--- src/hdl/pcs_pkg.sv ---
// ----------------------------------------------------------------------------
// pcs_pkg
// Shared types and constants of the PID controller step block: request codes,
// register indexes, mode flag bits and the payload structs of both channels.
// ----------------------------------------------------------------------------
package pcs_pkg;

    // Request codes of the input channel.
    localparam logic [1:0] REQ_SAMPLE      = 2'd0;
    localparam logic [1:0] REQ_ENTER_AUTO  = 2'd1;
    localparam logic [1:0] REQ_ENTER_MAN   = 2'd2;
    localparam logic [1:0] REQ_RESET_INTEG = 2'd3;

    // Configuration register indexes.
    localparam logic [2:0] REG_PROP_GAIN  = 3'd0;
    localparam logic [2:0] REG_INTEG_GAIN = 3'd1;
    localparam logic [2:0] REG_DERIV_GAIN = 3'd2;
    localparam logic [2:0] REG_OUT_MIN    = 3'd3;
    localparam logic [2:0] REG_OUT_MAX    = 3'd4;
    localparam logic [2:0] REG_MODE_FLAGS = 3'd5;
    localparam logic [2:0] REG_ALPHA      = 3'd6;
    localparam logic [2:0] REG_INTEG_LIM  = 3'd7;

    // Bit positions inside the mode flags register.
    localparam int FLAG_P_ON_MEAS = 0;
    localparam int FLAG_D_FILTER  = 1;
    localparam int FLAG_COND_I    = 2;
    localparam int FLAG_REVERSE   = 3;

    // Filter weight constants, Q1.16.
    localparam logic [16:0] ALPHA_ONE      = 17'd65536;
    localparam logic [16:0] ALPHA_FALLBACK = 17'd6554;

    // Reset value of the upper clamp, 255.0 in Q16.16.
    localparam logic signed [31:0] OUT_MAX_RESET = 32'sd16711680;

    typedef struct packed {
        logic [1:0]         req_type;
        logic signed [31:0] measured;
        logic signed [31:0] target;
        logic signed [31:0] present_output;
    } t_pcs_in;

    typedef struct packed {
        logic signed [31:0] control_output;
        logic               computed;
    } t_pcs_out;

endpackage

--- src/hdl/pcs_mul.sv ---
// ----------------------------------------------------------------------------
// pcs_mul
// Shared signed 32 x 18 bit multiplier with a registered product.
// ----------------------------------------------------------------------------
module pcs_mul import pcs_pkg::*; (
    input  logic               i_clk,
    input  logic signed [31:0] i_a,
    input  logic signed [17:0] i_b,
    output logic signed [49:0] o_prod
);

    logic signed [49:0] r_prod;

    always_ff @(posedge i_clk) begin
        r_prod <= i_a * i_b;
    end

    assign o_prod = r_prod;

endmodule

--- src/hdl/pcs_clamp.sv ---
// ----------------------------------------------------------------------------
// pcs_clamp
// Clamps a wide signed value to the output limits. When the two limits cross,
// a value above the upper limit takes it and any other value the lower limit.
// ----------------------------------------------------------------------------
module pcs_clamp import pcs_pkg::*; (
    input  logic signed [51:0] i_value,
    input  logic signed [31:0] i_min,
    input  logic signed [31:0] i_max,
    output logic signed [31:0] o_value
);

    logic signed [51:0] w_min;
    logic signed [51:0] w_max;

    assign w_min = {{20{i_min[31]}}, i_min};
    assign w_max = {{20{i_max[31]}}, i_max};

    always_comb begin
        priority if (i_value > w_max) begin
            o_value = i_max;
        end else if (i_value < w_min) begin
            o_value = i_min;
        end else begin
            o_value = i_value[31:0];
        end
    end

endmodule

--- src/hdl/pid_controller_step.sv ---
// ----------------------------------------------------------------------------
// pid_controller_step
// Discrete PID controller step in signed Q16.16 with integrator anti-windup,
// built around one shared multiplier under a small sequencer.
// ----------------------------------------------------------------------------
// Usage: each transaction on the input channel (i_valid, o_ready, i_data)
// carries a request: a sample, enter automatic, enter manual or reset the
// integral. Every request yields exactly one transaction on the output channel
// (o_valid, i_ready, o_data). A sample in automatic mode returns the clamped
// drive value with computed set; all other requests return zero.
// The block takes one request at a time. A sample in automatic mode passes
// through dispatch, the filter states when the input filter is on, the
// derivative input step, the multiply program and done; any other request
// goes from dispatch straight to done. With the receiver keeping up, the
// sequencer returns to idle as the output register loads, and the next
// request can then be accepted. Samples are paced by the shared 32 x 18 bit
// multiplier, which is used for two partial products per gain term and two
// for the filter, one product per cycle.
// A finished result sits in the output register, and the next request is
// accepted while it waits. When the receiver stalls, a second result waits
// in the sequencer until the output register frees up.
// Configuration registers are written through i_cfg_we, i_cfg_idx and
// i_cfg_wdata, and should only be written while the block is idle.
// Synchronous reset (i_rst_n low) restores the register defaults, selects
// manual mode and clears the controller state and both channels.
// ----------------------------------------------------------------------------
module pid_controller_step import pcs_pkg::*; (
    input  logic        i_clk,
    input  logic        i_rst_n,
    input  logic        i_valid,
    output logic        o_ready,
    input  t_pcs_in     i_data,
    output logic        o_valid,
    input  logic        i_ready,
    output t_pcs_out    o_data,
    input  logic        i_cfg_we,
    input  logic [2:0]  i_cfg_idx,
    input  logic [31:0] i_cfg_wdata
);

    // Sequencer states.
    localparam logic [2:0] ST_IDLE  = 3'd0;
    localparam logic [2:0] ST_DISP  = 3'd1;
    localparam logic [2:0] ST_FILT1 = 3'd2;
    localparam logic [2:0] ST_FILT2 = 3'd3;
    localparam logic [2:0] ST_FILT3 = 3'd4;
    localparam logic [2:0] ST_DIN   = 3'd5;
    localparam logic [2:0] ST_MUL   = 3'd6;
    localparam logic [2:0] ST_DONE  = 3'd7;

    // Last step of the multiply program.
    localparam logic [3:0] K_LAST = 4'd10;

    // Configuration registers.
    logic [30:0]        r_prop_gain;
    logic [30:0]        r_integ_gain;
    logic [30:0]        r_deriv_gain;
    logic signed [31:0] r_out_min;
    logic signed [31:0] r_out_max;
    logic [3:0]         r_flags;
    logic [16:0]        r_alpha;
    logic [30:0]        r_integ_lim;

    // Controller state.
    logic               r_auto;
    logic               r_first;
    logic               r_prev_pos;
    logic signed [31:0] r_isum;
    logic signed [31:0] r_prev;
    logic signed [31:0] r_smooth;

    // Sequencer and datapath.
    logic [2:0]         r_state;
    logic [2:0]         n_state;
    logic [3:0]         r_k;
    t_pcs_in            r_in;
    logic signed [51:0] r_acc;
    logic [30:0]        r_lo;
    logic signed [32:0] r_err;
    logic signed [32:0] r_din;
    logic               r_ien;
    logic signed [31:0] r_res;
    logic               r_comp;
    logic               r_ovalid;
    t_pcs_out           r_out;

    logic signed [32:0] w_err;
    logic               w_pos;
    logic [32:0]        w_aerr;
    logic               w_ien;
    logic [16:0]        w_alpha;
    logic [16:0]        w_alpha_c;
    logic signed [31:0] w_dsrc;
    logic signed [31:0] m_a;
    logic signed [17:0] m_b;
    logic signed [49:0] w_prod;
    logic [30:0]        w_gain;
    logic signed [32:0] w_val;
    logic               w_hi;
    logic               w_add_en;
    logic               w_neg;
    logic signed [51:0] w_term;
    logic signed [51:0] w_acc_add;
    logic signed [51:0] w_fsum;
    logic signed [51:0] c_in;
    logic signed [31:0] c_out;
    logic               w_accept;
    logic               w_load_out;

    assign o_ready  = (r_state == ST_IDLE);
    assign w_accept = i_valid && o_ready;
    assign o_valid  = r_ovalid;
    assign o_data   = r_out;

    // The output register takes a result when it is empty or being emptied.
    assign w_load_out = (r_state == ST_DONE) && (!r_ovalid || i_ready);

    // Error of the captured sample and the conditions derived from it.
    assign w_err  = {r_in.target[31], r_in.target}
                  - {r_in.measured[31], r_in.measured};
    assign w_pos  = !w_err[32] && (w_err != 33'sd0);
    assign w_aerr = w_err[32] ? 33'(-w_err) : 33'(w_err);
    assign w_ien  = !r_flags[FLAG_COND_I] || (w_aerr <= {2'b00, r_integ_lim});

    // An out-of-range filter weight falls back to 0.1.
    assign w_alpha   = ((r_alpha == 17'd0) || (r_alpha > ALPHA_ONE))
                     ? ALPHA_FALLBACK : r_alpha;
    assign w_alpha_c = ALPHA_ONE - w_alpha;

    // Input of the derivative path: the filtered or the raw measurement.
    assign w_dsrc = r_flags[FLAG_D_FILTER] ? r_smooth : r_in.measured;

    // Multiply program. Each gain term takes a low partial product (the lower
    // 16 value bits, unsigned) and then a high one (the upper 17 bits, signed).
    // The low product is consumed in the cycle after it is issued, and so is the
    // high one, when the term is added into the accumulator.
    always_comb begin
        w_gain   = r_integ_gain;
        w_val    = r_err;
        w_hi     = 1'b0;
        w_add_en = 1'b0;
        w_neg    = 1'b0;
        unique case (r_k)
            4'd0: begin
                w_gain = r_integ_gain;
                w_val  = r_err;
            end
            4'd1: begin
                w_gain = r_integ_gain;
                w_val  = r_err;
                w_hi   = 1'b1;
            end
            4'd2: begin
                w_gain   = r_prop_gain;
                w_val    = r_din;
                w_add_en = r_ien;
                w_neg    = r_flags[FLAG_REVERSE];
            end
            4'd3: begin
                w_gain = r_prop_gain;
                w_val  = r_din;
                w_hi   = 1'b1;
            end
            4'd4: begin
                // Proportional on measurement is taken off the integrator.
                w_add_en = r_flags[FLAG_P_ON_MEAS];
                w_neg    = !r_flags[FLAG_REVERSE];
            end
            4'd5: begin
                w_gain = r_prop_gain;
                w_val  = r_err;
            end
            4'd6: begin
                w_gain = r_prop_gain;
                w_val  = r_err;
                w_hi   = 1'b1;
            end
            4'd7: begin
                w_gain   = r_deriv_gain;
                w_val    = r_din;
                w_add_en = !r_flags[FLAG_P_ON_MEAS];
                w_neg    = r_flags[FLAG_REVERSE];
            end
            4'd8: begin
                w_gain = r_deriv_gain;
                w_val  = r_din;
                w_hi   = 1'b1;
            end
            4'd9: begin
                w_add_en = 1'b1;
                w_neg    = !r_flags[FLAG_REVERSE];
            end
            default: begin
                w_gain = r_integ_gain;
            end
        endcase
    end

    // Operand selection of the shared multiplier.
    always_comb begin
        m_a = 32'sd0;
        m_b = 18'sd0;
        unique case (r_state)
            ST_FILT1: begin
                m_a = r_in.measured;
                m_b = {1'b0, w_alpha};
            end
            ST_FILT2: begin
                m_a = r_smooth;
                m_b = {1'b0, w_alpha_c};
            end
            ST_MUL: begin
                m_a = {1'b0, w_gain};
                m_b = w_hi ? {w_val[32], w_val[32:16]} : {2'b00, w_val[15:0]};
            end
            default: begin
                m_a = 32'sd0;
                m_b = 18'sd0;
            end
        endcase
    end

    pcs_mul u_mul (
        .i_clk  (i_clk),
        .i_a    (m_a),
        .i_b    (m_b),
        .o_prod (w_prod)
    );

    // Floor of gain times value over 2^16: the high product plus the low
    // product shifted down, which is never negative.
    assign w_term    = {{2{w_prod[49]}}, w_prod} + {21'd0, r_lo};
    assign w_acc_add = r_acc + (w_neg ? -w_term : w_term);
    assign w_fsum    = r_acc + {{2{w_prod[49]}}, w_prod};

    assign c_in = (r_state == ST_DISP)
                ? {{20{r_in.present_output[31]}}, r_in.present_output}
                : r_acc;

    pcs_clamp u_clamp (
        .i_value (c_in),
        .i_min   (r_out_min),
        .i_max   (r_out_max),
        .o_value (c_out)
    );

    // Next state.
    always_comb begin
        n_state = r_state;
        unique case (r_state)
            ST_IDLE: begin
                if (w_accept) begin
                    n_state = ST_DISP;
                end
            end
            ST_DISP: begin
                if ((r_in.req_type == REQ_SAMPLE) && r_auto) begin
                    n_state = r_flags[FLAG_D_FILTER] ? ST_FILT1 : ST_DIN;
                end else begin
                    n_state = ST_DONE;
                end
            end
            ST_FILT1: n_state = ST_FILT2;
            ST_FILT2: n_state = ST_FILT3;
            ST_FILT3: n_state = ST_DIN;
            ST_DIN:   n_state = ST_MUL;
            ST_MUL: begin
                if (r_k == K_LAST) begin
                    n_state = ST_DONE;
                end
            end
            ST_DONE: begin
                if (w_load_out) begin
                    n_state = ST_IDLE;
                end
            end
            default: n_state = ST_IDLE;
        endcase
    end

    always_ff @(posedge i_clk) begin
        if (!i_rst_n) begin
            r_state      <= ST_IDLE;
            r_k          <= 4'd0;
            r_ovalid     <= 1'b0;
            r_prop_gain  <= 31'd0;
            r_integ_gain <= 31'd0;
            r_deriv_gain <= 31'd0;
            r_out_min    <= 32'sd0;
            r_out_max    <= OUT_MAX_RESET;
            r_flags      <= 4'd0;
            r_alpha      <= ALPHA_FALLBACK;
            r_integ_lim  <= 31'd0;
            r_auto       <= 1'b0;
            r_first      <= 1'b0;
            r_prev_pos   <= 1'b0;
            r_isum       <= 32'sd0;
            r_prev       <= 32'sd0;
            r_smooth     <= 32'sd0;
        end else begin
            r_state <= n_state;

            if (i_cfg_we) begin
                unique case (i_cfg_idx)
                    REG_PROP_GAIN:  r_prop_gain  <= i_cfg_wdata[30:0];
                    REG_INTEG_GAIN: r_integ_gain <= i_cfg_wdata[30:0];
                    REG_DERIV_GAIN: r_deriv_gain <= i_cfg_wdata[30:0];
                    REG_OUT_MIN:    r_out_min    <= i_cfg_wdata;
                    REG_OUT_MAX:    r_out_max    <= i_cfg_wdata;
                    REG_MODE_FLAGS: r_flags      <= i_cfg_wdata[3:0];
                    REG_ALPHA:      r_alpha      <= i_cfg_wdata[16:0];
                    REG_INTEG_LIM:  r_integ_lim  <= i_cfg_wdata[30:0];
                    default: ;
                endcase
            end

            if (w_accept) begin
                r_in <= i_data;
            end

            if (w_load_out) begin
                r_out    <= '{control_output: r_res, computed: r_comp};
                r_ovalid <= 1'b1;
            end else if (i_ready) begin
                r_ovalid <= 1'b0;
            end

            unique case (r_state)
                ST_DISP: begin
                    r_res  <= 32'sd0;
                    r_comp <= 1'b0;
                    r_err  <= w_err;
                    r_ien  <= w_ien;
                    unique case (r_in.req_type)
                        REQ_SAMPLE: begin
                            if (r_auto) begin
                                if (r_first) begin
                                    // First sample after entering automatic.
                                    r_prev     <= r_in.measured;
                                    r_smooth   <= r_in.measured;
                                    r_prev_pos <= w_pos;
                                    r_first    <= 1'b0;
                                end else if (w_pos != r_prev_pos) begin
                                    // Error changed sign: drop the integrator.
                                    r_isum <= 32'sd0;
                                end
                            end
                        end
                        REQ_ENTER_AUTO: begin
                            if (!r_auto) begin
                                // Bumpless transfer from the actuator value.
                                r_isum   <= c_out;
                                r_prev   <= r_in.measured;
                                r_smooth <= r_in.measured;
                                r_first  <= 1'b1;
                            end
                            r_auto <= 1'b1;
                        end
                        REQ_ENTER_MAN: begin
                            r_auto <= 1'b0;
                        end
                        REQ_RESET_INTEG: begin
                            r_isum   <= 32'sd0;
                            r_prev   <= r_in.measured;
                            r_smooth <= r_in.measured;
                            r_first  <= 1'b0;
                        end
                        default: ;
                    endcase
                end
                ST_FILT2: begin
                    r_acc <= {{2{w_prod[49]}}, w_prod};
                end
                ST_FILT3: begin
                    r_smooth <= w_fsum[47:16];
                end
                ST_DIN: begin
                    r_din <= {w_dsrc[31], w_dsrc} - {r_prev[31], r_prev};
                    r_acc <= {{20{r_isum[31]}}, r_isum};
                    r_k   <= 4'd0;
                end
                ST_MUL: begin
                    r_k <= r_k + 4'd1;
                    unique case (r_k)
                        4'd1, 4'd3, 4'd6, 4'd8: begin
                            r_lo <= w_prod[46:16];
                        end
                        4'd2, 4'd4, 4'd7, 4'd9: begin
                            if (w_add_en) begin
                                r_acc <= w_acc_add;
                            end
                        end
                        4'd5: begin
                            // Clamped integrator, then the output terms on top.
                            r_isum <= c_out;
                            r_acc  <= {{20{c_out[31]}}, c_out};
                        end
                        4'd10: begin
                            r_res      <= c_out;
                            r_comp     <= 1'b1;
                            r_prev     <= w_dsrc;
                            r_prev_pos <= !r_err[32] && (r_err != 33'sd0);
                        end
                        default: ;
                    endcase
                end
                default: ;
            endcase
        end
    end

`ifndef ASSERT_OFF
    // A result that was not computed carries a zero drive value.
    a_zero_when_idle: assert property (@(posedge i_clk) disable iff (!i_rst_n)
        (o_valid && !o_data.computed) |-> (o_data.control_output == 32'sd0))
        else $error("uncomputed result with non-zero output");

    // An accepted transaction is dispatched in the next cycle.
    a_accept_dispatch: assert property (@(posedge i_clk) disable iff (!i_rst_n)
        (i_valid && o_ready) |=> (r_state == ST_DISP))
        else $error("accepted transaction not dispatched");

    // The multiply program never runs past its last step.
    a_step_range: assert property (@(posedge i_clk) disable iff (!i_rst_n)
        (r_state == ST_MUL) |-> (r_k <= K_LAST))
        else $error("multiply step out of range");
`endif

endmodule
--- config.mk ---
export PLATFORM = sky130hd
export DESIGN_NAME = pid_controller_step
export DESIGN_NICKNAME = d
export VERILOG_FILES = /design/src/hdl/pcs_pkg.sv /design/src/hdl/pcs_mul.sv /design/src/hdl/pcs_clamp.sv /design/src/hdl/pid_controller_step.sv
export SDC_FILE = /design/constraint.sdc
export NUM_CORES = 2
export LEC_CHECK = 0
export BUFFER_PORTS_ARGS = -buffer_cell sky130_fd_sc_hd__buf_4
export CORE_ASPECT_RATIO = 0.75
export CORE_MARGIN = 3
export CORE_UTILIZATION = 45
export CTS_CLUSTER_SIZE = 40
export DETAILED_ROUTE_END_ITERATION = 12
export HOLD_SLACK_MARGIN = 0.03
export SLEW_MARGIN = 30
export SYNTH_ARGS = -nofsm -noshare
export SYNTH_HDL_FRONTEND = slang
export SYNTH_SLANG_ARGS = --single-unit
--- constraint.sdc ---
create_clock -name i_clk -period 12 [get_ports i_clk]
set_input_delay 1.2 -clock i_clk [delete_from_list [all_inputs] [get_ports i_clk]]
set_output_delay 1.2 -clock i_clk [all_outputs]
set_load 0.05 [all_outputs]
### Word-level counts from Yosys, hierarchy flattened

Cells that the tools add are included.

* register bits after elaboration: 680

* equal/unequal tests: 45
* add/sub/neg operators: 9
* magnitude comparators: 4
* mux-type cells: 54
* $mul: 1
* reduce and logical (&&, ||, !) cells: 56

Operators with widths (count)
* $mux 32: 13
* $pmux 32 s3: 3
* $pmux 32 s2: 4
* $mux 52: 3
* $pmux 52 s3: 1
* $pmux 52 s2: 1
* $mux 33: 2
* $reduce_bool 33->1: 2
* $sub 32x32->33: 2
* $pmux 31 s2: 1
* $pmux 18 s3: 1
* $add 52x52->52: 1
* $gt 52x32->1: 1
* $lt 52x32->1: 1
* $neg 51->52: 1
* $add 50x32->51: 1
* $mul 32x18->50: 1
* $add 48x48->48: 1
* $le 33x31->1: 1
* $neg 33->33: 1
* $reduce_and 2->1: 13
* $eq 3x3->1 const B: 8
* $pmux 3 s8: 1
* $mux 18: 1
* 39 further kinds: 104

### Longest topological paths before layout

* word-level depth: 9
* depth in mapped cells: 42
* mapped depth without buffers: 40

### Modules after synthesis

A second synthesis with hierarchy kept.

* cells, all modules: 7530
* area total of the unflattened synthesis: 64388.0 sq um

Modules (own cells, without submodules)
* pid_controller_step: times used 1, cells an instance 4561, area each 39086.2 sq um
* pcs_mul: times used 1, cells an instance 2358, area each 21137.8 sq um
* pcs_clamp: times used 1, cells an instance 611, area each 4164.0 sq um

### Worst setup path after synthesis

No wires, ideal clock.

* path kind: flip-flop to flip-flop
* from: register r_alpha[0]
* to: register u_mul.r_prod[46], in the netlist u_mul.o_prod[46]
* data arrival time: 9946 ps
* path slack: 1982 ps
* library setup time: 72 ps
* cell stages (with the launch flop): 40
* path buffers: 2
* path through: dfxtp_1 -> or3_1 -> nor3_1 -> nand2_1 -> nor4_1 -> ha_1 -> clkbuf_1 -> inv_1 -> nand2_1 -> ha_1 -> nand2_1 -> nor3_1 -> nand2_1 -> or4_1 -> xor2_1 -> o21ai_1 -> clkbuf_1 -> nand2_1 -> (+4 left out) -> fa_1 -> fa_1 -> inv_1 -> fa_1 -> inv_1 -> ha_1 -> a21o_1 -> a21o_1 -> a21oi_1 -> nand2b_1 -> a21bo_2 -> a31oi_1 -> a221oi_1 -> o21ai_0 -> a21oi_1 -> nor3_1 -> o41ai_1 -> xnor2_1

* longest elaborated chain between the ends: 6
* elaborated cells on any way between the ends: 7

Ends and longest elaborated chain
* start: declaration: RTL line pid_controller_step.sv:61 `logic [16:0] r_alpha;`
* start signal: assignment: RTL line pid_controller_step.sv:311 `REG_ALPHA: r_alpha <= i_cfg_wdata[16:0];`
* $gt 17x17->1 / $logic_not 17->1 (equally long branches): RTL line pid_controller_step.sv:126 `assign w_alpha = ((r_alpha == 17'd0) || (r_alpha > ALPHA_ONE))`
* $logic_or 1x1->1: RTL line pid_controller_step.sv:126
* $mux 17 (*): RTL line pid_controller_step.sv:127 `? ALPHA_FALLBACK : r_alpha;`
* $sub 17x17->17: RTL line pid_controller_step.sv:128 `assign w_alpha_c = ALPHA_ONE - w_alpha;`
* $pmux 18 s3 (*): RTL line pid_controller_step.sv:203 `unique case (r_state)`
* $mul 32x18->50 (*): RTL line pcs_mul.sv:15 `r_prod <= i_a * i_b;`
* end signal: assignment: RTL line pcs_mul.sv:15
* end: declaration: RTL line pcs_mul.sv:12 `logic signed [49:0] r_prod;`

Mark *: on every way between the ends. The rest lies on a longest branch, timed or not.
A chain may end at the register's enable or synchronous reset.

### Worst setup path after layout

* from: register r_alpha[0]
* to: register u_mul.r_prod[49], in the netlist u_mul.o_prod[49]

Same word-level chain as after synthesis.

==> impl_results.md <==
- DRC viols: 0
- Post-synth EDFFs: 314
- DR pass1 iterations: 8
- CP arrival: 11.92 ns
- Pleak: 29.7 nW
- CTS tree: done
- Clock transition at the registers of the reported paths: 0.06 ns
- CTS Buf Count: 73
- Hold Vio Cnt, Final: 0
- Std-Cell Core Area: roughly 0.14 sq mm
- H-tree levels: 3
- Insertion delay to the later sink of the worst-skew pair: 0.70 ns
- Drt via density: 5.82
- Status: completed
- Tcrit/Tclk final: 94.7%
- Initial core utilization: 45.6%
- CP required: 12.56 ns
- Final WS setup: approximately 0.63 ns
- Die footprint: 0.145 sq mm
- Port Buffers: 172
- Slew @ Worst Pin: 1.10 ns
- Finished Layout Cells: 9427
- Post-synthesis sequential area ratio: 26.5%
- Design Area, Final: approximately 0.069 sq mm
- Clock Path Buffers: 3
- CP max-delay cell: or4_1
- Hpwl dp: about 180000 um
- Tot GR Track Use: 30.9%
- CP max FO: 15
- Post-synth top area share: approximately 18%
- Synthesis Warnings: 0
- First-pass GRT wire length: 337000 um
- Max-cap violations: 0
- Largest net degree at the start of global routing: 76
- Min cycle time layout: about 11 ns
- Max VDD drop: between 0.1 and 0.15 mV
- Hold Path Class: reg2reg
- Pre-CTS WS: 0.578 ns
- Placed cell area: 0.0667 sq mm
- Placed Instances: between 9000 and 10000
- TNS Setup: 0 ns
- CP bufs+invs: 5
- Share of cells above drive strength 1: 7.10%
- Primary FF master, synth: dfxtp_1
- Most area-hungry cell type in the Yosys netlist: fa_1
- Root Driver: clkbuf_16
- # rows: 118
- Clk sinks: 680
- Final ANT Viol Nets: 0
- Post-synthesis register bit count: 680
- Vias in the first global route: 52400
- Post-DR wirelength/cell: 24.1 um
- RSZ-0062 raised after global routing: no
- Gpl congestion: 0.984
- Chip Width: 439 um
- Syn_area_per_cell: 8.45 sq um
- Synthesized instance count: 7492
- Synth-to-Final Area Change: 9.22%
- FFs w/ async S/R, synth: 0%
- Vias: 54800
- CP peak stage delay: 0.56 ns
- Synth cell types: 94
- Pins Over Slew Limit: 0
- Slew headroom: about a quarter
- Synth top area cells: fa_1 18%, edfxtp_1 15%, dfxtp_1 12%, ha_1 9.1%, nand2_1 7.9%
- Post-synth net total: 8646
- CP top delay family: adder cells
- Initial antenna violation count: 11
- Worst Skew: 0.0372 ns
- Worst Setup End Kind: flip-flop
- Grt ovf: 0
- Routed WL: 227000 um
- Startpoint Class: flip-flop
- Die height: about 330 um
- WS Path Type: reg2reg
- Post-Syn Area: 0.0633 sq mm
- Fmax: 0.0880 GHz
- Final setup violating endpoints: 0
- Iter 0 DRT Violations: 5994
- Cell area power density: 125 mW/mm^2
- Top-count cell post-synth: nand2_1
- Synth top cells by count: 1325 x nand2_1, 942 x inv_1, 557 x fa_1
- Io pins: 173
- Fin nets: 8654
metal layers:
layer  track usage (%)  routed length (um)  up-vias
met3              7.69               24000      394
li1                  -                   -    25100
met2              44.9               94100     2625
met5             0.987                 233        -
met4              11.3                9070        6
met1              44.2               99400    26700
metrics by stage:
stage | util, % | hold WS (ns) | power (mW)
finish | 49.8 | 0.413 | 8.65
global route | 49.8 | 0.422 | 9.08
CTS | 49.8 | 0.411 | 8.59
detailed placement | 48.0 | 0.405 | 6.22
global placement | 48.0 | 0.401 | 6.18
floorplan | - | 0.400 | 5.06
power breakdown:
part           total (mW)  leakage (nW)  switching [mW]  internal (mW)
Combinational        3.40          22.7            2.20           1.20
Clock                2.38          1.17            1.08           1.29
Sequential           2.87          5.85           0.262           2.61
final timing paths:
check / start / end / slack [ns] / depth (start not counted)
min: r_res[22]$_SDFFCE_PN0P_ / o_data[23]$_DFFE_PP_ / 0.41 / 0
max: r_alpha[0]$_SDFFE_PN0P_ / u_mul.o_prod[49]$_DFF_P_ / 0.63 / 37
min reg2reg: r_res[22]$_SDFFCE_PN0P_ / o_data[23]$_DFFE_PP_ / 0.41 / 0
max reg2reg: r_alpha[0]$_SDFFE_PN0P_ / u_mul.o_prod[49]$_DFF_P_ / 0.63 / 37
timing repair:
action | in CTS | in global routing
resized for setup | 0 | 3
setup endpoints to repair | 0 | 8
buffers inserted | 0 | 0
hold buffers | 0 | 0
kinds of logic (layout without fill, tap and decap cells):
logic type / after synthesis / count (layout) / share of synthesized area, %
muxes: 69 / 69 / 1.31
other: 0 / 7 / 0
DFF: 680 / 680 / 26.5
and+or+nand+nor: 2485 / 2485 / 17.5
adders and majority gates: 1016 / 1016 / 26.7
AOI/OAI and AO/OA: 1650 / 1650 / 16.3
buffers and inverters: 1304 / 1372 / 7.76
xor gates and xnor gates: 288 / 288 / 3.99
final cells by class:
| class | instances | area (sq um) |
|---|---|---|
| Antenna cell | 7 | 17.5 |
| Clock buffer | 93 | 1970 |
| Clock inverter | 42 | 445 |
| Fill cell | 13400 | 69700 |
| Inverter | 943 | 3550 |
| Multi-Input combinational cell | 5508 | 41800 |
| Sequential cell | 680 | 16800 |
| Tap cell | 1860 | 2330 |
| Timing Repair Buffer | 294 | 2210 |
state kept, by name, summed over array words and instances (netlist names), 31 cells and up:
signal        cells
r_in             98
r_integ_gain     31
r_lo             31
r_deriv_gain     31
r_err            33
r_prev           32
r_res            32
u_mul.o_prod     50
r_prop_gain      31
r_integ_lim      31
r_acc            52
r_out_max        32
r_smooth         32
r_isum           32
r_din            33
r_out_min        32
o_data           33
cell usage in the layout (no fill, tap or decap), types with 19 or more instances in the layout:
cell type	n
or2_2	21
inv_1	941
o21a_1	63
o21ai_0	327
or3_1	22
xnor2_1	193
nand3_1	143
a311oi_1	23
nor2b_1	78
o22ai_1	26
a21o_1	184
nand2b_1	47
nand4_1	58
a22oi_1	93
nor3_1	65
o31ai_1	19
edfxtp_1	314
xor2_1	95
o21ai_1	32
and3_1	33
a211oi_1	48
dfxtp_1	362
nand2_1	1323
nor2_1	418
nor4_1	28
a21oi_1	552
o21bai_1	30
mux2i_1	49
a31oi_1	29
buf_4	294
clkbuf_16	75
o211ai_1	39
ha_1	459
fa_1	557
and2_1	157
Power figures use the tool's default switching activity.
